File: config.mk
export PLATFORM = sky130hd
export DESIGN_NAME = nsl_out_buf
export DESIGN_NICKNAME = d
export VERILOG_FILES = /design/src/design/nsl_pkg.sv /design/src/design/nsl_out_buf.sv
export SDC_FILE = /design/constraint.sdc
export NUM_CORES = 1
export LEC_CHECK = 0
export BUFFER_PORTS_ARGS = -buffer_cell sky130_fd_sc_hd__buf_2
export CAP_MARGIN = 25
export CORE_MARGIN = 1.5
export CORE_UTILIZATION = 55
export CTS_BUF_LIST = sky130_fd_sc_hd__clkbuf_2
export DETAILED_ROUTE_END_ITERATION = 6
export PLACE_DENSITY_LB_ADDON = 0.12
export SYNTH_ARGS = -nofsm -noshare
export SYNTH_HDL_FRONTEND = slang
export SYNTH_SLANG_ARGS = --single-unit
File: constraint.sdc
create_clock -name clk -period 5.46 [get_ports clk]
set_input_delay 0.546 -clock clk [delete_from_list [all_inputs] [get_ports clk]]
set_output_delay 0.546 -clock clk [all_outputs]
set_load 0.1 [all_outputs]
File: src/design/nsl_pkg.sv
// ----------------------------------------------------------------------------
// nsl_pkg
// Shared constants, codes and pipeline types for the nearest site labeler.
// ----------------------------------------------------------------------------
package nsl_pkg;

    localparam int MAX_SITES  = 64;
    localparam int COORD_BITS = 10;

    localparam int XY_W      = 10;
    localparam int IDX_W     = 6;
    localparam int LABEL_W   = 4;
    localparam int NUM_W     = 7;
    localparam int DIST_W    = 21;
    localparam int CFG_W     = 7;
    localparam int CFG_IDX_W = 2;

    localparam int SLOT_W  = (MAX_SITES > 1) ? $clog2(MAX_SITES) : 1;
    localparam int ACT_RAW = $clog2(MAX_SITES + 1);
    localparam int ACT_W   = (NUM_W > ACT_RAW) ? NUM_W : ACT_RAW;
    localparam int CMP_W   = (IDX_W > SLOT_W) ? IDX_W : SLOT_W;
    localparam int SQ_W    = 2 * COORD_BITS + 1;
    localparam int DW      = (SQ_W > DIST_W) ? SQ_W : DIST_W;

    localparam logic [DW-1:0] DIST_MAX = DW'((64'd1 << DIST_W) - 64'd1);

    typedef enum logic
    {
        CMD_LOAD  = 1'b0,
        CMD_QUERY = 1'b1
    } nsl_cmd_t;

    typedef enum logic
    {
        METRIC_EUCLID    = 1'b0,
        METRIC_MANHATTAN = 1'b1
    } nsl_metric_t;

    typedef enum logic [CFG_IDX_W-1:0]
    {
        CFG_NUM_SITES   = 2'd0,
        CFG_METRIC_MODE = 2'd1,
        CFG_EMPTY_LABEL = 2'd2
    } nsl_cfg_idx_t;

    typedef struct packed
    {
        nsl_cmd_t             cmd;
        logic [IDX_W-1:0]     site_index;
        logic [XY_W-1:0]      site_x;
        logic [XY_W-1:0]      site_y;
        logic [LABEL_W-1:0]   site_label;
        logic [XY_W-1:0]      query_x;
        logic [XY_W-1:0]      query_y;
    } nsl_item_t;

    typedef struct packed
    {
        logic                 found;
        logic [DW-1:0]        distance;
        logic [SLOT_W-1:0]    index;
        logic [LABEL_W-1:0]   label;
    } nsl_best_t;

    typedef struct packed
    {
        logic                 valid;
        nsl_item_t            item;
        nsl_best_t            best;
    } nsl_stage_t;

    typedef struct packed
    {
        logic [LABEL_W-1:0]   label;
        logic [IDX_W-1:0]     nearest_index;
        logic [DIST_W-1:0]    best_distance;
        logic                 no_sites;
    } nsl_result_t;

endpackage

File: src/design/nsl_out_buf.sv
// ----------------------------------------------------------------------------
// nsl_out_buf
// Output register with a skid entry, so the chain keeps moving while one
// result waits for the consumer.
// ----------------------------------------------------------------------------
module nsl_out_buf
(
    input  logic                   clk,
    input  logic                   rst_n,
    input  logic                   in_valid,
    input  nsl_pkg::nsl_result_t   in_data,
    output logic                   in_ready,
    output logic                   out_valid,
    output nsl_pkg::nsl_result_t   out_data,
    input  logic                   out_ready
);
    import nsl_pkg::*;

    logic         main_valid_reg;
    logic         main_valid_next;
    logic         skid_valid_reg;
    logic         skid_valid_next;
    nsl_result_t  main_reg;
    nsl_result_t  main_next;
    nsl_result_t  skid_reg;
    nsl_result_t  skid_next;
    logic         push;
    logic         pop;

    assign in_ready  = !skid_valid_reg;
    assign out_valid = main_valid_reg;
    assign out_data  = main_reg;
    assign push      = in_valid && !skid_valid_reg;
    assign pop       = main_valid_reg && out_ready;

    always_comb
    begin
        main_valid_next = main_valid_reg;
        skid_valid_next = skid_valid_reg;
        main_next       = main_reg;
        skid_next       = skid_reg;
        if (skid_valid_reg)
        begin
            if (pop)
            begin
                main_next       = skid_reg;
                skid_valid_next = 1'b0;
            end
        end
        else if (push)
        begin
            if (!main_valid_reg || pop)
            begin
                main_next       = in_data;
                main_valid_next = 1'b1;
            end
            else
            begin
                skid_next       = in_data;
                skid_valid_next = 1'b1;
            end
        end
        else if (pop)
        begin
            main_valid_next = 1'b0;
        end
    end

    always_ff @(posedge clk or negedge rst_n)
    begin
        if (!rst_n)
        begin
            main_valid_reg <= 1'b0;
            skid_valid_reg <= 1'b0;
        end
        else
        begin
            main_valid_reg <= main_valid_next;
            skid_valid_reg <= skid_valid_next;
        end
    end

    always_ff @(posedge clk)
    begin
        main_reg <= main_next;
        skid_reg <= skid_next;
    end

endmodule

== After elaboration in Yosys (flattened, before gate mapping) ==
Index checks and enable logic that the tools add are counted.

* Register bits after elaboration: 66
* Bits in latches: 0
* Memory bits (writable): 0
* ROM bits: 0
* Bits of input ports: 36
* Output and inout bits: 34
* Word-level logic and storage cells: 36
* Memories kept: 0

* Add/sub/neg operators: 0
* Multiply operators: 0
* Div/mod/pow operators: 0
* $lt $le $gt $ge: 0
* Eq/ne operators: 2
* Shifts and indexed selects: 0
* Multiplexer cells: 11
* Bitwise gates (word level): 2
* Reductions and logical operators: 11

{| class="wikitable"
|+ Operator list
! operator !! count
|-
| 32-bit two-way mux || 4
|-
| 3-bit AND reduction || 3
|-
| 1-bit two-way mux || 7
|-
| 2-bit nonzero test || 3
|-
| 2-bit by 1-bit != test with 1-bit output, second input constant || 2
|-
| 1-bit logical AND || 2
|-
| 1-bit zero test || 2
|-
| 1-bit NOT || 2
|-
| 1-bit logical OR || 1
|}

== Logic depth before layout (Yosys ltp) ==
Gate-level depths: netlist of the first run.

* Depth in word-level cells: 5
* Depth in mapped cells: 4
* Mapped depth without buffers: 2

== Worst setup path after synthesis of the first run ==
No wires, ideal clock.

* Path kind: reg2reg
* From: reg main_valid_reg (netlist: out_valid)
* To: reg skid_reg[0] in the netlist's numbering (enable)
* Setup time: 461 ps
* Arrival: 3,398 ps
* Required time: 4,999 ps
* Setup slack: 1,601 ps
* Cell stages (with the launch flop): 3
* Buffers on the path: 0
* Clock period less this slack: 3,859 ps
* Cell sequence: dfrtp_1 inv_1 nor3_1

* Cells in the longest elaborated chain, start to end: 4
* Elaborated cells between the ends (all ways): 5
* Those cells by class: bitwise (1); reduce/logical (4)

{| class="wikitable"
|+ Ends and longest elaborated chain
! what !! line !! source
|-
| from (decl) || nsl_out_buf.sv:19 || <nowiki>logic main_valid_reg;</nowiki>
|-
| from (signal assigned) || nsl_out_buf.sv:78 || <nowiki>main_valid_reg <= main_valid_next;</nowiki>
|-
| 1-bit zero test / 1-bit logical AND (equally long branches) || nsl_out_buf.sv:52, nsl_out_buf.sv:34 ||
|-
| 1-bit logical OR * || nsl_out_buf.sv:52 || <nowiki>if (!main_valid_reg || pop)</nowiki>
|-
| 1-bit NOT (no line) * || n/a ||
|-
| 3-bit AND reduction (no line) * || n/a ||
|-
| to (signal assigned) || nsl_out_buf.sv:86 || <nowiki>skid_reg <= skid_next;</nowiki>
|-
| to (decl) || nsl_out_buf.sv:25 || <nowiki>nsl_result_t skid_reg;</nowiki>
|}

Mark *: on every way between the ends. The rest lies on a longest branch, timed or not.
A chain may end at the register's enable or synchronous reset.

== Final worst setup path of the first run ==
* From: reg skid_valid_reg
* To: out in_ready

* Cells in the longest elaborated chain, start to end: 1

{| class="wikitable"
|+ Ends and longest elaborated chain
! what !! line !! source
|-
| from (decl) || nsl_out_buf.sv:21 || <nowiki>logic skid_valid_reg;</nowiki>
|-
| from (signal assigned) || nsl_out_buf.sv:79 || <nowiki>skid_valid_reg <= skid_valid_next;</nowiki>
|-
| 1-bit zero test || nsl_out_buf.sv:30 || <nowiki>assign in_ready = !skid_valid_reg;</nowiki>
|-
| to (decl) || nsl_out_buf.sv:12 || <nowiki>output logic in_ready,</nowiki>
|}

Every way passes these cells.

==> flow_summary.yaml, run 1 <==
synthesis:
  synth-seq-area-share_pct: 77.3
  synth_fp_nets: 148
  synth_top_area_share_pct: 75.3
  synth.cell_area_mm2: 0.00255
  syn_inst: 112
  yosys.area.top_type: "edfxtp_1"
  synth_area_per_cell_um2: 22.8
  ys_types: 15
  yosysWarnings: 0
  synth_seq_cells: 66
  synth.area.top_cells: "edfxtp_1 (75%), mux2_4 (16%), mux2_2 (2.2%)"
layout:
  drive_gt1_share_pct: 60.9
  syn_to_final_growth_pct: 19.3
  nNetsFinal: 228
  multi_input_area_um2: 529
  post-route-util_pct: 69.0
  fill_cells: 292
  seq_area_mm2: 0.00197
  num_antenna_cells: 0
global_routing:
  grt_max_degree: 38
  overflow: 0
  antenna_found_initial: 0
  grt_pass1_wl_mm: 6.31
  grt_pass1_vias: 1327
  grt_usage_pct: 17.1
die:
  die_x_um: 71.1
  chipHeight_um: 71.1
  io_pins: 70
  die-area_mm2: 0.00506
  rows: 24
  initial_core_util_pct: 57.8
  core-area_mm2: 0.00441
sta:
  setup_tns_ns: 0
  hold_violations: 0
  clock_skew_ns: 0.0157
  finalWorstSetupSlack_ns: 2.97
  relSlewSlack_pct: 30.6
  fmax_mhz: 402
  drv_slew: 0
  setup-violations-final: 0
  period_needed_ns: 2.49
  min_period_over_period_pct: 45.6
  rsz0062_at_grt: "false"
  worstMarginPinSlew_ns: 1.04
setup_path:
  arrival_ns: 1.94
  rrSetupSlack_ns: 3.21
  r2r-end: "skid_reg[10]$_DFFE_PP_"
  timing.rr.start: "skid_valid_reg$_DFF_PN0_"
  slowest_stage: "dfrtp_2"
  critical_path_depth: 2
  startpoint_type: "flip-flop"
  worst_path_dominant_cell_family: "flip-flops"
  r2r_cells: 3
  crit_buf_inv: 2
  timing.critical_path.cells: "inv_1 > buf_2"
  cpPeakStageDelay_ns: 1.08
  path_class: "reg2out"
  cp_data_required_time_ns: 4.91
  cp_max_fo: 37
  end_kind: "primary output"
worst_hold_path:
  hold_start: "in_data[21]"
  holdPathStages: 1
  min_to: "skid_reg[21]$_DFFE_PP_"
  worst_hold_path_type: "in2reg"
clocking:
  numCtsBuffers: 9
  cts.htree.levels: 3
  clock-root-buffer: "clkbuf_2"
  cts_resized: 0
  clkTransAtPathRegs_ns: 0.17
  cts_buffer_depth: 2
  clock_sinks: 66
  cts_tree: "done"
  clkLatencyLatePin_ns: 0.45
run_status:
  status: "finished, final reports clean"
placement:
  dp_slack_ns: 2.62
  io_buffer_count: 69
  place.gp.congestion: 0.665
  place_hpwl_mm: 2.63
route:
  first_pass_iters: 3
  post-route-drc-count: 0
  vias: 1254
  wl_per_cell_um: 15.7
  ant_nets: 0
  drt_iter0_drc: 74
  vias_per_cell: 5.04
  wl_mm: 3.92
run:
  cap_viol_max_count: 0
==> cells by family after synthesis <==
kind of cell | count (synthesis) | share of synthesized area (%)
mux | 32 | 18.1
simple gates | 4 | 0.833
compound gates | 4 | 0.931
flops | 66 | 77.3
buf+inv | 6 | 2.89
==> stage by stage <==
step / area [um^2] / std cells / hold WS, ns
finish: 3050 / 249 / 0.266
CTS: 3010 / 247 / 0.218
global placement: 2930 / 230 / 0.331
floorplan: 2550 / 112 / 0.250
global route: 3050 / 249 / 0.207
detailed placement: 2930 / 230 / 0.333
==> cell usage in the layout, fill, tap and decap left out, drive strengths merged <==
cell	netlist	routed
buf	4	72
edfxtp	64	64
mux2	32	32
clkbuf	0	11
clkinv	0	5
inv	2	2
a21oi	2	2
dfrtp	2	2
nand2	1	1
nand2b	1	1
a2bb2oi	1	1
nor3	1	1
nor2b	1	1
o21ai	1	1
dlygate4sd3	0	1
==> worst register-to-register path, stage by stage (launching register included) <==
cell and delay [ns]:
dfrtp_2 0.80, nand2b_1 0.40, nor3_2 0.40, buf_4 0.36
==> cells in the mapped netlist <==
| library cell | number |
|---|---|
| a2bb2oi_1 | 1 |
| a21oi_1 | 2 |
| edfxtp_1 | 64 |
| o21ai_0 | 1 |
| inv_1 | 2 |
| mux2_2 | 5 |
| nand2_1 | 1 |
| nand2b_1 | 1 |
| mux2_4 | 27 |
| nor3_1 | 1 |
| buf_8 | 1 |
| buf_12 | 2 |
| nor2b_1 | 1 |
| buf_6 | 1 |
| dfrtp_1 | 2 |
==> layer usage <==
layer / share of wire (%) / track usage, % / vias up
met2: 47 / 25.3 / 44
li1: - / - / 600
met1: 46 / 22.2 / 604
met4: 1.7 / 10.7 / 0
met5: 0 / 0 / -
met3: 5.3 / 5.13 / 6
==> repair_timing <==
action	CTS	global route
setup buffers	0	0
hold endpoints to repair	2	0
hold buffers	1	0
==> final cells by class <==
cell class / count / share of cell area, %
flip-flops and latches: 66 / 64.8
multi-input cells: 40 / 17.4
repair buffers: 73 / 12.9
well taps: 52 / 2.14
clock buffers: 11 / 1.81
clock inverters: 5 / 0.698
inverters: 2 / 0.247
==> worst max path at each step <==
stage / startpoint / to / slack [ns]
floorplan: out_valid$_DFFE_PN0P_ / skid_reg[0]$_DFFE_PP_ / 1.60
detailed placement: skid_valid_reg$_DFF_PN0_ / skid_reg[13]$_DFFE_PP_ / 2.62
CTS: skid_valid_reg$_DFF_PN0_ / skid_reg[17]$_DFFE_PP_ / 2.60
global placement: skid_valid_reg$_DFF_PN0_ / skid_reg[28]$_DFFE_PP_ / 2.79
global route: skid_valid_reg$_DFF_PN0_ / in_ready / 2.82
finish: skid_valid_reg$_DFF_PN0_ / in_ready / 2.97
Power of run 1 is not shown: default switching activity piles up to over one toggle a cycle in this logic, so the estimate is an artifact.
==> run 2: changes to the inputs <==
CORE_UTILIZATION = 48   (was 55)
clock period = 2.2 ns   (was 5.46 ns; I/O delays follow)
==> run 2 against run 1 <==
Setup slack worse by 2.7 ns. Flip-flop and latch count did not move. Global-route usage up 0.51 points. First-iteration DRC count decreased by 24%. Non-clock buffer count rose by 36. Die area up 14%. Final area is 14% higher. Critical path type unchanged. Sequential share of layout area shrank 7.8 points. Largest cell class unchanged. Via count up 14%. Worst hold slack got worse by 0.22 ns.
==> flow_summary.yaml, run 2 (synthesized netlist as in run 1, its figures left out) <==
run_status:
  status: "finished, final reports clean"
layout:
  drive_gt1_share_pct: 53.2
  multi_input_area_um2: 536
  seq_area_mm2: 0.00197
  final_cell_mix: "buf_2 (69), edfxtp_1 (64), dlygate4sd3_1 (34)"
  fill_cells: 351
  syn_to_final_growth_pct: 35.7
  mostFrequentLayoutCell: "buf_2"
  num_antenna_cells: 0
  nNetsFinal: 264
die:
  die-area_mm2: 0.00576
  io_pins: 70
  rows: 26
  core-area_mm2: 0.00511
  chipHeight_um: 75.9
  die_x_um: 75.9
  initial_core_util_pct: 50.0
clocking:
  clock-root-buffer: "clkbuf_2"
  clock_sinks: 66
  clkLatencyLatePin_ns: 0.47
  clkTransAtPathRegs_ns: 0.16
  cts.htree.levels: 3
  cts_resized: 0
  cts_tree: "done"
  numCtsBuffers: 9
  cts_buffer_depth: 2
run:
  cap_viol_max_count: 0
setup_path:
  cp_max_fo: 13
  end_kind: "primary output"
  arrival_ns: 1.75
  path_class: "reg2out"
  startpoint_type: "flip-flop"
  cp_data_required_time_ns: 1.98
global_routing:
  grt_pass1_wl_mm: 7.60
  antenna_found_initial: 0
  overflow: 0
  grt_pass1_vias: 1577
  grt_usage_pct: 17.6
  grt_max_degree: 21
route:
  first_pass_iters: 4
  post-route-drc-count: 0
  ant_nets: 0
  drt_iter0_drc: 56
  vias: 1424
  wl_per_cell_um: 15.2
  vias_per_cell: 4.70
  wl_mm: 4.62
sta:
  setup-violations-final: 0
  min_period_over_period_pct: 89.7
  period_needed_ns: 1.97
  fmax_mhz: 507
  rsz0062_at_grt: "false"
  relSlewSlack_pct: 66.4
  setup_tns_ns: 0
  worstMarginPinSlew_ns: 0.507
  finalWorstSetupSlack_ns: 0.227
  hold_violations: 0
  drv_slew: 0
  clock_skew_ns: 0.0131
worst_hold_path:
  worst_hold_path_type: "in2reg"
placement:
  place_hpwl_mm: 2.89
  io_buffer_count: 69
  place.gp.congestion: 0.690
  dp_slack_ns: 0.616
## run 2: changes by cell type in the layout (fill, tap and decap cells not counted), sizes merged
cell / before / now
dlygate4sd3: 1 / 34
buf: 72 / 75
bufinv: 0 / 2
clkbuf: 11 / 9
clkinv: 5 / 4
clkinvlp: 0 / 1
## run 2: per-stage QoR
stage,utilization (%),instances,cell area [um^2],hold slack [ns]
finish,67.8,303,3460,0.0413
global route,67.8,303,3460,0.00335
CTS,67.8,303,3460,0.00127
detailed placement,58.6,253,3000,0.00859
global placement,58.6,253,3000,0.00468
floorplan,-,112,2570,-0.0756
## run 2: layer usage
metal	wire, um	part of all wire, %	track usage, %
met1	1970	43	21.1
met4	34	0.74	6.67
met5	0	0	0
met2	2400	52	29.6
met3	220	4.8	5.78
## run 2: repair_timing
action,4_1_cts,5_1_grt
setup endpoints to repair,0,0
buffers inserted,0,0
hold buffers,34,0
hold endpoints to repair,35,0
## run 2: critical path, stage by stage, from the launching register on
cell and delay [ns]:
dfrtp_2 0.54, buf_4 0.26, inv_1 0.07, buf_2 0.41
## run 2: final timing paths
path / start / endpoint / slack (ns) / cells past startpoint
max: skid_valid_reg$_DFF_PN0_ / in_ready / 0.23 / 3
min: in_valid / skid_valid_reg$_DFF_PN0_ / 0.04 / 3
max reg2reg: skid_valid_reg$_DFF_PN0_ / skid_reg[4]$_DFFE_PP_ / 0.61 / 3
min reg2reg: out_valid$_DFFE_PN0P_ / skid_valid_reg$_DFF_PN0_ / 0.51 / 1
max in group asynchronous: rst_n / skid_valid_reg$_DFF_PN0_ / 2.04 / 2
min in group asynchronous: rst_n / out_valid$_DFFE_PN0P_ / 0.05 / 2
## run 2: area by class of cell
class	count	share of cell area, %
tap	70	2.53
inverter	2	0.217
clock inverter	7	2.42
sequential	66	57.0
multi-input combinational	40	15.5
clock buffer	9	1.30
timing repair buffer	109	21.1
Power of run 2 is left out for the same reason.
