===== src/design/nsl_pkg.sv =====
// ----------------------------------------------------------------------------
// nsl_pkg
// Shared constants, codes and pipeline types for the nearest site labeler.
// ----------------------------------------------------------------------------
package nsl_pkg;

    localparam int MAX_SITES  = 64;
    localparam int COORD_BITS = 10;

    localparam int XY_W      = 10;
    localparam int IDX_W     = 6;
    localparam int LABEL_W   = 4;
    localparam int NUM_W     = 7;
    localparam int DIST_W    = 21;
    localparam int CFG_W     = 7;
    localparam int CFG_IDX_W = 2;

    localparam int SLOT_W  = (MAX_SITES > 1) ? $clog2(MAX_SITES) : 1;
    localparam int ACT_RAW = $clog2(MAX_SITES + 1);
    localparam int ACT_W   = (NUM_W > ACT_RAW) ? NUM_W : ACT_RAW;
    localparam int CMP_W   = (IDX_W > SLOT_W) ? IDX_W : SLOT_W;
    localparam int SQ_W    = 2 * COORD_BITS + 1;
    localparam int DW      = (SQ_W > DIST_W) ? SQ_W : DIST_W;

    localparam logic [DW-1:0] DIST_MAX = DW'((64'd1 << DIST_W) - 64'd1);

    typedef enum logic
    {
        CMD_LOAD  = 1'b0,
        CMD_QUERY = 1'b1
    } nsl_cmd_t;

    typedef enum logic
    {
        METRIC_EUCLID    = 1'b0,
        METRIC_MANHATTAN = 1'b1
    } nsl_metric_t;

    typedef enum logic [CFG_IDX_W-1:0]
    {
        CFG_NUM_SITES   = 2'd0,
        CFG_METRIC_MODE = 2'd1,
        CFG_EMPTY_LABEL = 2'd2
    } nsl_cfg_idx_t;

    typedef struct packed
    {
        nsl_cmd_t             cmd;
        logic [IDX_W-1:0]     site_index;
        logic [XY_W-1:0]      site_x;
        logic [XY_W-1:0]      site_y;
        logic [LABEL_W-1:0]   site_label;
        logic [XY_W-1:0]      query_x;
        logic [XY_W-1:0]      query_y;
    } nsl_item_t;

    typedef struct packed
    {
        logic                 found;
        logic [DW-1:0]        distance;
        logic [SLOT_W-1:0]    index;
        logic [LABEL_W-1:0]   label;
    } nsl_best_t;

    typedef struct packed
    {
        logic                 valid;
        nsl_item_t            item;
        nsl_best_t            best;
    } nsl_stage_t;

    typedef struct packed
    {
        logic [LABEL_W-1:0]   label;
        logic [IDX_W-1:0]     nearest_index;
        logic [DIST_W-1:0]    best_distance;
        logic                 no_sites;
    } nsl_result_t;

endpackage


===== src/design/nsl_cell.sv =====
// ----------------------------------------------------------------------------
// nsl_cell
// One site of the systolic chain: holds the site, computes the distance from
// the passing query in a first stage and merges it into the running best in
// a second stage. A load whose site_index matches this cell updates the site.
// ----------------------------------------------------------------------------
module nsl_cell
(
    input  logic                          clk,
    input  logic                          rst_n,
    input  logic                          en,
    input  logic [nsl_pkg::SLOT_W-1:0]    cell_idx,
    input  logic [nsl_pkg::ACT_W-1:0]     active,
    input  nsl_pkg::nsl_metric_t          metric_mode,
    input  nsl_pkg::nsl_stage_t           stage_in,
    output nsl_pkg::nsl_stage_t           stage_out
);
    import nsl_pkg::*;

    logic [COORD_BITS-1:0]  sx_reg;
    logic [COORD_BITS-1:0]  sy_reg;
    logic [LABEL_W-1:0]     slab_reg;

    logic                   a_valid_reg;
    nsl_item_t              a_item_reg;
    nsl_best_t              a_best_reg;
    logic [DW-1:0]          a_dist_reg;
    logic [LABEL_W-1:0]     a_lab_reg;
    logic [DW-1:0]          a_dist_next;

    logic                   b_valid_reg;
    nsl_item_t              b_item_reg;
    nsl_best_t              b_best_reg;
    nsl_best_t              b_best_next;

    logic                   load_hit;
    logic [COORD_BITS-1:0]  qx;
    logic [COORD_BITS-1:0]  qy;
    logic [COORD_BITS-1:0]  dx;
    logic [COORD_BITS-1:0]  dy;
    logic [2*COORD_BITS-1:0] sqx;
    logic [2*COORD_BITS-1:0] sqy;
    logic                   in_use;

    assign load_hit = en && stage_in.valid && (stage_in.item.cmd == CMD_LOAD)
                      && (CMP_W'(stage_in.item.site_index) == CMP_W'(cell_idx));

    always_ff @(posedge clk)
    begin
        if (load_hit)
        begin
            sx_reg   <= stage_in.item.site_x[COORD_BITS-1:0];
            sy_reg   <= stage_in.item.site_y[COORD_BITS-1:0];
            slab_reg <= stage_in.item.site_label;
        end
    end

    always_comb
    begin
        qx  = stage_in.item.query_x[COORD_BITS-1:0];
        qy  = stage_in.item.query_y[COORD_BITS-1:0];
        dx  = (qx > sx_reg) ? (qx - sx_reg) : (sx_reg - qx);
        dy  = (qy > sy_reg) ? (qy - sy_reg) : (sy_reg - qy);
        sqx = dx * dx;
        sqy = dy * dy;
        case (metric_mode)
            METRIC_MANHATTAN: a_dist_next = DW'(dx) + DW'(dy);
            METRIC_EUCLID:    a_dist_next = DW'(sqx) + DW'(sqy);
            default:          a_dist_next = DW'(sqx) + DW'(sqy);
        endcase
    end

    always_comb
    begin
        in_use      = ACT_W'(cell_idx) < active;
        b_best_next = a_best_reg;
        if (in_use && (!a_best_reg.found || (a_dist_reg < a_best_reg.distance)))
        begin
            b_best_next.found    = 1'b1;
            b_best_next.distance = a_dist_reg;
            b_best_next.index    = cell_idx;
            b_best_next.label    = a_lab_reg;
        end
    end

    always_ff @(posedge clk or negedge rst_n)
    begin
        if (!rst_n)
        begin
            a_valid_reg <= 1'b0;
            b_valid_reg <= 1'b0;
        end
        else if (en)
        begin
            a_valid_reg <= stage_in.valid;
            b_valid_reg <= a_valid_reg;
        end
    end

    always_ff @(posedge clk)
    begin
        if (en)
        begin
            a_item_reg <= stage_in.item;
            a_best_reg <= stage_in.best;
            a_dist_reg <= a_dist_next;
            a_lab_reg  <= slab_reg;
            b_item_reg <= a_item_reg;
            b_best_reg <= b_best_next;
        end
    end

    assign stage_out.valid = b_valid_reg;
    assign stage_out.item  = b_item_reg;
    assign stage_out.best  = b_best_reg;

endmodule


===== config.mk =====
export PLATFORM = sky130hd
export DESIGN_NAME = nsl_cell
export DESIGN_NICKNAME = d
export VERILOG_FILES = /design/src/design/nsl_pkg.sv /design/src/design/nsl_cell.sv
export SDC_FILE = /design/constraint.sdc
export NUM_CORES = 1
export LEC_CHECK = 0
export BUFFER_PORTS_ARGS = -buffer_cell sky130_fd_sc_hd__clkbuf_2
export CAP_MARGIN = 20
export CORE_MARGIN = 2
export CORE_UTILIZATION = 53
export DETAILED_ROUTE_END_ITERATION = 6
export PLACE_DENSITY = 0.77
export SLEW_MARGIN = 20
export SYNTH_ARGS = -nofsm -noshare
export SYNTH_HDL_FRONTEND = slang
export SYNTH_SLANG_ARGS = --single-unit

===== constraint.sdc =====
create_clock -name clk -period 7.96 [get_ports clk]
set_input_delay 0.796 -clock clk [delete_from_list [all_inputs] [get_ports clk]]
set_output_delay 0.796 -clock clk [all_outputs]
set_load 0.02 [all_outputs]

Word level (Yosys, flattened, before mapping). Cells that the tools add are included.

Div/mod/pow operators: 0. Shift operators: 0. Muxes and demuxes: 4. Bitwise gates (word level): 2. $lt $le $gt $ge: 4. Reduce and logical (&&, ||, !) cells: 6. $add $sub $neg: 6. Multiply operators: 2. Equality and inequality tests: 1.

Operators with widths (count): $pmux W21 S2 (1); $mul A10 B10 Y20 (2); $sub A10 B10 Y10 (4); $mux W31 (1); $add A20 B20 Y21 (1); $lt A21 B21 Y1 (1); $gt A10 B10 Y1 (2); $mux W10 (2); $add A10 B10 Y11 (1); $lt A6 B7 Y1 (1); $eq A6 B6 Y1 (1); $logic_and A1 B1 Y1 (4); $not A1 Y1 (2); $logic_not A1 Y1 (1); $logic_or A1 B1 Y1 (1).

Register bits after elaboration: 217. Memories: 0. Logic and storage cells: 54. Input bits: 101. RAM bits: 0. Bits in latches: 0. Memory bits (read-only): 0.

Logic depth before layout (Yosys ltp). Gate-level depths: netlist (run 1).

Depth after elaboration: 5. Mapped depth: 35.

Least setup slack after synthesis (run 1). OpenSTA, ideal clock, no wires.

Path type: input to register. Start: in stage_in[42] in the netlist's numbering. End: reg a_dist_reg[19] (data pin). Arrival time: 8233 ps. Required time: 7699 ps. Setup slack: -534 ps. Stages: 33. Buffers on the path: 2. Library setup time: 261 ps. Path through: inv_1 ha_1 inv_1 fa_1 a21o_2 a31oi_1 o2111a_1 or2_1 buf_6 mux2i_1 xor2_1 clkbuf_1 nor2_1 fa_1 fa_1 inv_1 fa_1 inv_1 fa_1 fa_1 fa_1 inv_1 fa_1 inv_1 ha_1 a21oi_1 o21bai_1 a21o_1 a221oi_1 nand2_1 or2_2 nand3_1 nand3_1.

Word-level cells in the longest chain between the ends: 5. Elaborated cells between the ends (all ways): 7. Classes of those cells: add/sub (3); mul (1); order compare (1); mux (2).

Ends and longest elaborated chain: start: declaration (line nsl_cell.sv:15) `input nsl_pkg::nsl_stage_t stage_in,`; $sub A10 B10 Y10 or $gt A10 B10 Y1 (tied branches) (line nsl_cell.sv:62) `dx = (qx > sx_reg) ? (qx - sx_reg) : (sx_reg - qx);`; $mux W10 (*) (line nsl_cell.sv:62); $mul A10 B10 Y20 (*) (line nsl_cell.sv:64) `sqx = dx * dx;`; $add A20 B20 Y21 (*); $pmux W21 S2 (*) (line nsl_cell.sv:66) `case (metric_mode)`; end signal: assignment (line nsl_cell.sv:106) `a_dist_reg <= a_dist_next;`; end: declaration (line nsl_cell.sv:27) `logic [DW-1:0] a_dist_reg;`.

Every way passes the cells marked *; elsewhere a longest branch is shown, timed or not. A chain may end at the register's enable or synchronous reset.

Worst setup path in the final report (run 1).
Start: in stage_in[32] in the netlist's numbering. End: reg a_dist_reg[14] (data pin).

Word-level cells in the longest chain between the ends: 5. Elaborated cells between the ends (all ways): 7. Classes of those cells: add/sub (3); mul (1); order compare (1); mux (2).

Ends and longest elaborated chain: $sub A10 B10 Y10 or $gt A10 B10 Y1 (tied branches) (line nsl_cell.sv:63) `dy = (qy > sy_reg) ? (qy - sy_reg) : (sy_reg - qy);`; $mux W10 (*) (line nsl_cell.sv:63); $mul A10 B10 Y20 (*) (line nsl_cell.sv:65) `sqy = dy * dy;`; $add A20 B20 Y21 (*); $pmux W21 S2 (*) (line nsl_cell.sv:66).

Marks and branches as above.

==> out/summary.txt, run 1 <==
Hold Buf Count CTS: 0
Avg Cell Area, Syn: 12.1 sq um
DP HPWL: 25800 microns
Worst Skew: 0.00695 ns
Arr. time, crit path: 8.08 ns
CTS buffer count: 24
Fmax: 128 MHz
Status: completed
Placed Cells: 2020
Primary FF master, synth: edfxtp_1
CP endpoint kind: flip-flop
Total Routing Usage GR: 0.213
CP peak stage delay: 0.55 ns
Initial DRC Count: 455
Worst EP required: 8.21 ns
Die Y: 175 microns
Clock Latency Late Sink: 0.52 ns
Setup TNS: 0 ns
Top Ports: 185
Core Util, Final: 0.681
Tmin final: 7.83 ns
Crit-path max FO: 5
Share of layout cells above drive strength 1: 0.340
CTS tree: yes
Max Cap Violations: 0
Pin count of the biggest net entering global routing: 77
Cell variety after synth: 58
GRT Residual Overflow: 0
Clk buf depth: 3
Reg clk slew, reported paths: 0.06 ns
Reg-to-reg endpoint: a_dist_reg[14]
CTS root buffer: clkbuf_16
Initial antenna violation count: 0
Cell taking the most area after synthesis: edfxtp_1
Nets: 2069
Final std cells w/o fill: 2074
Max FFs per register: 83
Hold Crit Class: input pin to asynchronous set/reset pin
Vias/cell: 5.10
Crit-path most repeated cell: fa_1
Layout area overhead: 26.8%
Crit-path slowest cell: fa_1
Crit path kind: input pin to flip-flop
Final Max Slew Viols: 0
DR DRC count: 0
Synth Cell Area: 15400 sq um
Final hold vios: 0
Unrepaired setup endpoints after global routing: yes
Initial core utilization: 0.537
Overall die width: 175 microns
Final wirelength: 32500 microns
WL/cell: 15.7 microns
N_diodes: 0
Worst r2r src: sy_reg[0]
Number of global-route vias before repair: 11.1k
Area share of the largest cell type after synthesis: 0.419
Htree depth: 1
Die Footprint: 30500 sq um
CP startpoint kind: input pin
Ys Warns: 0
Gate Count Post-Synth: 1276
PortBufs: 184
Flop-to-flop setup slack: 0.19 ns
Synthesized netlist net count: 1671
Final worst-path cycle share: 0.984
Top cells by area, synth: edfxtp_1, fa_1, ha_1, inv_1, mux2_2
Relative slew slack: 0.281
Clk sinks: 217
Setup violators final: 0
Slew @ Worst Pin: 1.08 ns
RD Place Congestion: 0.962
Vias post-DR: 10.6k
#FFs+latches synth: 217
Sequential-to-total area share from yosys stat: 0.422
Worst r2r path cells: 34
Post-route ant nets: 0
Initial DRT Pass Iterations: 5
Row cnt: 62
Core area: 28700 sq um
Total of fill cells in the finished design: 2098
Asr flop ratio synth: 0.00922
Post-synth EDFFs: 215
First-pass GRT wire length: 52600 microns
## cell type report
cell class                      count  area [sq um]  share of cell area
Clock buffer                       31           627              0.0321
Sequential cell                   217          6510               0.333
Clock inverter                     11          67.6             0.00346
Timing Repair Buffer              391          2500               0.128
Inverter                          269          1020              0.0523
Tap cell                          384           480              0.0246
Multi-Input combinational cell    771          8350               0.427
## kinds of logic (layout without fill, tap and decap cells)
family	count (synthesis)	after routing	synth area share
adder cells (fa/ha/maj)	294	294	0.304
buffers and inverters	289	702	0.0722
flip-flops	217	217	0.422
AND/OR/NAND/NOR	205	206	0.0599
AO/OA/AOI/OAI	168	168	0.0729
XOR/XNOR	53	53	0.0328
multiplexers	50	50	0.0359
## through the flow
step | cell area [sq um] | hold WS (ns) | setup WS, ns
final | 19600 | 0.0643 | 0.129
after global routing | 19600 | 0.0441 | -0.130
after CTS | 19200 | 0.0346 | 0.00931
after detailed placement | 18500 | 0.405 | -0.695
after global placement | 18500 | 0.401 | -0.495
after floorplan | 15700 | 0.400 | 0.00325
## how the worst max path moves through the flow
| stage | slack (ns) | start | cells past startpoint | end |
|---|---|---|---|---|
| final | 0.13 | stage_in[32] | 36 | a_dist_reg[14] |
| after global routing | -0.13 | stage_in[32] | 36 | a_dist_reg[19] |
| after CTS | 0.009 | sx_reg[0] | 27 | a_dist_reg[17] |
| after detailed placement | -0.69 | stage_in[42] | 31 | a_dist_reg[13] |
| after global placement | -0.49 | stage_in[42] | 32 | a_dist_reg[20] |
| after floorplan | 0.003 | stage_in[42] | 31 | a_dist_reg[20] |
## cells in the mapped netlist, drive strengths merged (4+ instances only)
library cell	count
nand3	9
a21o	45
nand2	53
inv	268
a211oi	11
edfxtp	215
mux2	40
fa	135
a221oi	5
buf	12
mux2i	10
ha	159
nor2	90
and3	5
clkbuf	8
nor3	10
a21oi	45
nand2b	5
o21a	5
nand4	6
nor3b	4
o21bai	7
xor2	19
and2	6
xnor2	34
a31o	7
or2	4
nor2b	4
o21ai	25
## layout by cell type (no fill, tap or decap), drive strengths merged, types with 11 or more instances in the layout
cell type  Yosys  layout
edfxtp       215     215
buf           12     208
o21ai         25      25
xor2          19      19
xnor2         34      34
a211oi        11      11
a21o          45      45
ha           159     159
fa           135     135
inv          268     268
mux2          40      40
a21oi         45      45
nand2         53      53
nor2          90      90
clkbuf         8     214
## critical path: cells and delay by family
kind                       cells  cell delay, ns
xor gates and xnor gates       2            0.39
AOI/OAI and AO/OA             12            1.92
adders and majority gates     10            4.01
and+or+nand+nor                2            0.17
buffers and inverters         10            0.78
## metal layers
metal | track usage | wire length, microns | up-vias
li1 | - | - | 5070
met1 | 0.270 | 13300 | 5164
met2 | 0.378 | 16600 | 279
met3 | 0.0308 | 1610 | 60
met4 | 0.0660 | 929 | 0
met5 | 0 | 0 | -
## repair_timing
item                                    CTS  global route
pin swaps                                 0            41
setup buffers                             0            11
cloned                                    0             1
gates resized for setup                   4            58
endpoints found under the setup margin    9            11
Power of run 1 is left out: the tool's default activity adds up to more than one toggle a clock period on the data nets, which glitch-free logic cannot reach.
==> run 2: changes to the inputs <==
- ABC_AREA: default -> 1
- PLACE_DENSITY: 0.77 -> 0.76
==> out/summary.txt, run 2 <==
Reg area: 6510 sq um (unchanged)
Primary FF master, synth: edfxtp_1
Worst EP required: 8.24 ns (+0.03 ns)
Sequential-to-total area share from yosys stat: 0.394 (-0.0280)
Nets: 2316 (+12%)
WL/cell: 15.7 microns (+0.12%)
Top Ports: 185 (unchanged)
Avg Cell Area, Syn: 9.79 sq um (-19%)
Overall die width: 181 microns (+3.4%)
Final hold vios: 0 (unchanged)
Count leader, synth: nand2_1
Core Util, Final: 0.616 (-0.0648)
Hold Crit Class: input pin to asynchronous set/reset pin
Pre-CTS WS: -0.102 ns (+0.593 ns)
CP startpoint kind: input pin
Setup repair bufs after CTS: 0 (unchanged)
#FFs+latches synth: 217 (unchanged)
Post-synth EDFFs: 215 (unchanged)
Fmax: 133 MHz (+3.8%)
CP peak stage delay: 0.56 ns (about the same)
DP HPWL: 29900 microns (+16%)
CTS resizes: 0 (-4)
Asr flop ratio synth: 0.00922 (unchanged)
Crit-path most repeated cell: fa_1
Number of global-route vias before repair: 12.5k (+12%)
Worst Skew: 0.0236 ns (+0.0167 ns)
Row cnt: 64 (+3.2%)
Post-route ant nets: 0 (unchanged)
Ys Warns: 0 (unchanged)
Synth Cell Area: 16500 sq um (+7.1%)
Clk sinks: 217 (unchanged)
Final wirelength: 36600 microns (+13%)
Setup TNS: 0 ns (unchanged)
Unrepaired setup endpoints after global routing: no
Die Y: 181 microns (+3.4%)
Multi-input logic area: 8520 sq um (+2.1%)
GRT Residual Overflow: 0 (unchanged)
First-pass GRT wire length: 60300 microns (+15%)
Area share of the largest cell type after synthesis: 0.391 (-0.0278)
CTS tree: yes
PortBufs: 184 (unchanged)
Worst setup margin: 0.415 ns (+0.286 ns)
Tmin final: 7.55 ns (-0.286 ns)
Max FFs per register: 83 (unchanged)
Die Footprint: 32600 sq um (+6.9%)
Most frequent cells in the layout: nand2_1, inv_1, edfxtp_1, clkbuf_2, ha_1
Cell variety after synth: 44 (-24%)
Final Max Slew Viols: 0 (unchanged)
Layout area overhead: 14.5%
Initial core utilization: 0.538 (+0.00129)
Arr. time, crit path: 7.83 ns (-0.25 ns)
RD Place Congestion: 0.948 (-1.4%)
Most common cell after layout, fill and taps aside: nand2_1
Crit-path slowest cell: fa_1
Total Routing Usage GR: 0.229 (+0.0160)
Commonest cells in the netlist: nand2_1, inv_1, edfxtp_1, ha_1, fa_1
Final worst-path cycle share: 0.948 (-0.0359)
N_diodes: 0 (unchanged)
Share of layout cells above drive strength 1: 0.188 (-0.152)
CTS buffer count: 24 (unchanged)
Crit-path max FO: 12 (+7)
Max Cap Violations: 0 (unchanged)
DR DRC count: 0 (unchanged)
Pin count of the biggest net entering global routing: 78 (+1.3%)
Clk buf depth: 3 (unchanged)
CP endpoint kind: flip-flop
CTS root buffer: clkbuf_16
Vias/cell: 5.13 (+0.69%)
Min Hold Slack: 0.0442 ns (-0.0201 ns)
Crit path kind: input pin to flip-flop
Htree depth: 1 (unchanged)
Top cells by area, synth: edfxtp_1, fa_1, ha_1, nand2_1, inv_1
Hold Buf Count CTS: 0 (unchanged)
Setup violators final: 0 (unchanged)
Status: completed
Slew @ Worst Pin: 0.948 ns (-0.129 ns)
Total of fill cells in the finished design: 2574 (+23%)
Synthesized netlist net count: 2082 (+25%)
Core area: 30700 sq um (+6.9%)
Gate Count Post-Synth: 1687 (+32%)
Initial DRC Count: 596 (+31%)
Initial antenna violation count: 0 (unchanged)
Clock Latency Late Sink: 0.54 ns (+0.02 ns)
Cell taking the most area after synthesis: edfxtp_1
Reg clk slew, reported paths: 0.06 ns (about the same)
Initial DRT Pass Iterations: 6 (+1)
Vias post-DR: 12.0k (+13%)
Relative slew slack: 0.368 (+0.0876)
## run 2: cell count changes after synthesis, moves of 27 or more
cell     delta
a21o_1     -39
inv_1      +65
mux2_2     -39
nand2_1   +290
nand3_1    +81
nor2_1     +27
## run 2: critical path: cells and delay by family
family	cells	cell delay, ns
fa+ha+maj	10	4.33
simple gates	11	1.36
compound gates	3	0.64
buf+inv	9	0.72
## run 2: cells by family (layout without fill, tap and decap cells)
| logic type | Yosys count | in the layout | synth area share |
|---|---|---|---|
| fa+ha+maj | 294 | 294 | 0.284 |
| xor+xnor | 32 | 32 | 0.0170 |
| compound gates | 132 | 132 | 0.0462 |
| simple gates | 629 | 629 | 0.167 |
| buf+inv | 383 | 634 | 0.0913 |
| flops | 217 | 217 | 0.394 |
## run 2: worst paths after layout
path                                start        endpoint  slack [ns]  cells past startpoint
setup reg to reg                sy_reg[3]  a_dist_reg[17]        0.45                     28
min in group clk           a_item_reg[20]   stage_out[52]        0.41                      0
max in group asynchronous           rst_n     b_valid_reg        7.82                      1
setup / recovery             stage_in[32]  a_dist_reg[17]        0.41                     33
hold reg to reg            a_item_reg[20]   stage_out[52]        0.41                      0
hold / removal                      rst_n     a_valid_reg        0.04                      1
## run 2: layout make-up
| class | instances | area share |
|---|---|---|
| Tap cell | 396 | 0.0262 |
| Multi-Input combinational cell | 1087 | 0.451 |
| Clock buffer | 29 | 0.0328 |
| Sequential cell | 217 | 0.344 |
| Inverter | 357 | 0.0711 |
| Timing Repair Buffer | 234 | 0.0690 |
| Clock inverter | 14 | 0.00609 |
## run 2: routing by layer
metal	vias up	track usage	wire length, microns
li1	5833	-	-
met1	5748	0.287	15400
met2	329	0.407	18100
met3	71	0.0344	1930
met4	0	0.0774	1200
met5	-	0	0
## run 2: per-stage QoR
| stage | std cells | instance area [sq um] |
|---|---|---|
| 2_1_floorplan | 1687 | 16500 |
| 3_3_place_gp | 2291 | 18200 |
| 3_5_place_dp | 2291 | 18200 |
| 4_1_cts | 2334 | 18900 |
| 5_1_grt | 2334 | 18900 |
| 6_report | 2334 | 18900 |
Power of run 2 is left out for the same reason.
==> run 3: changes to the inputs <==
- MAX_ROUTING_LAYER: default -> met4
==> out/summary.txt, run 3 (synthesis gave the netlist of run 2 again) <==
Status: completed
Pin count of the biggest net entering global routing: 70 (-10%)
CP peak stage delay: 0.56 ns (about the same)
DP HPWL: 30400 microns (+1.8%)
Unrepaired setup endpoints after global routing: no
CTS buffer count: 23 (-4.2%)
Setup TNS: 0 ns (unchanged)
First-pass GRT wire length: 61700 microns (+2.4%)
Hold Crit Class: input pin to asynchronous set/reset pin
Crit path max-delay family: adder cells
Met1 Usage GRT: 0.298 (+0.0113)
Initial DRC Count: 630 (+5.7%)
Post-route ant nets: 0 (unchanged)
Flop-to-flop setup slack: 0.56 ns (+0.11 ns)
Clock Latency Late Sink: 0.53 ns (about the same)
GRT Residual Overflow: 0 (unchanged)
Final wirelength: 37200 microns (+1.7%)
Setup repair bufs after CTS: 0 (unchanged)
Share of layout cells above drive strength 1: 0.186 (-0.00158)
Nets: 2311 (-0.22%)
Row cnt: 64 (unchanged)
Worst Skew: 0.0164 ns (-0.00722 ns)
N_diodes: 0 (unchanged)
Initial antenna violation count: 0 (unchanged)
Arr. time, crit path: 7.73 ns (-0.10 ns)
Worst r2r src: sx_reg[6]
DR DRC count: 0 (unchanged)
Core Util, Final: 0.617 (+0.000734)
Vias post-DR: 12.0k (+0.12%)
WL/cell: 16.0 microns (+1.9%)
Clk sinks: 217 (unchanged)
GRT met3 Usage: 0.0309 (-0.00344)
Post-Place Cell Area: 18100 sq um (-0.17%)
Final hold vios: 0 (unchanged)
Crit-path max FO: 6 (-6)
Vias/cell: 5.15 (+0.33%)
Reg-to-reg endpoint: a_dist_reg[19]
Initial core utilization: 0.538 (unchanged)
Most frequent cells in the layout: nand2_1, inv_1, edfxtp_1, clkbuf_2, ha_1
Design Area, Final: 18900 sq um (+0.12%)
Die Footprint: 32600 sq um (unchanged)
Worst setup margin: 0.521 ns (+0.106 ns)
Crit-path slowest cell: fa_1
CTS tree: yes
CP startpoint kind: input pin
Core area: 30700 sq um (unchanged)
Final worst-path cycle share: 0.935 (-0.0134)
Clk buf depth: 3 (unchanged)
Die Y: 181 microns (unchanged)
Pre-CTS WS: -0.115 ns (-0.0125 ns)
PortBufs: 184 (unchanged)
Total Routing Usage GR: 0.241 (+0.0116)
Initial DRT Pass Iterations: 7 (+1)
Overall die width: 181 microns (unchanged)
Most used routing layer in global routing: met2
Worst EP required: 8.25 ns (about the same)
CTS root buffer: clkbuf_16
Top Ports: 185 (unchanged)
Final Max Slew Viols: 0 (unchanged)
Number of global-route vias before repair: 12.6k (+0.82%)
Reg clk slew, reported paths: 0.06 ns (about the same)
Max Cap Violations: 0 (unchanged)
Setup violators final: 0 (unchanged)
Most common cell after layout, fill and taps aside: nand2_1
Slew @ Worst Pin: 0.855 ns (-0.0922 ns)
Fmax: 134 MHz (+1.4%)
Htree depth: 1 (unchanged)
Tmin final: 7.44 ns (-0.106 ns)
Met2 Use GR: 0.422 (+0.0156)
Layout area overhead: 14.6%
RD Place Congestion: 0.928 (-2.1%)
Relative slew slack: 0.430 (+0.0615)
Crit path kind: input pin to flip-flop
Max FFs per register: 83 (unchanged)
Worst r2r path cells: 30 (+7.1%)
CP endpoint kind: flip-flop
Bufs and invs on worst path: 7 (-2)
## run 3: timing repair
item	4_1_cts	5_1_grt
hold buffers	0	0
setup endpoints to repair	0	2
resized for setup	0	1
hold endpoints to repair	0	0
## run 3: area by class of cell
type / count / area [sq um]
Sequential cell: 217 / 6510
Fill cell: 2553 / 11700
Clock inverter: 10 / 143
Multi-Input combinational cell: 1087 / 8530
Tap cell: 396 / 495
Timing Repair Buffer: 230 / 1270
Clock buffer: 32 / 639
Inverter: 357 / 1350
## run 3: worst max path at each step
stage	from	endpoint	slack, ns	cells past startpoint
detailed placement	stage_in[32]	a_dist_reg[17]	-0.11	33
global route	sy_reg[3]	a_dist_reg[17]	0.02	28
floorplan	stage_in[32]	a_dist_reg[19]	0.56	35
CTS	stage_in[32]	a_dist_reg[17]	0.45	33
global placement	stage_in[32]	a_dist_reg[17]	-0.05	33
finish	stage_in[48]	a_dist_reg[19]	0.52	32
## run 3: layer usage
layer / share of wire / wire [microns] / vias to the layer above
met4: 0.022 / 802 / 0
li1: - / - / 5812
met2: 0.51 / 18800 / 332
met1: 0.42 / 15700 / 5792
met5: 0 / 0 / -
met3: 0.052 / 1950 / 59
## run 3: through the flow
stage	hold slack (ns)	std cells
2_1_floorplan	0.400	1687
3_3_place_gp	0.401	2287
3_5_place_dp	0.405	2287
4_1_cts	0.0165	2329
5_1_grt	0.0231	2329
6_report	0.0403	2329
Power of run 3 is left out for the same reason.
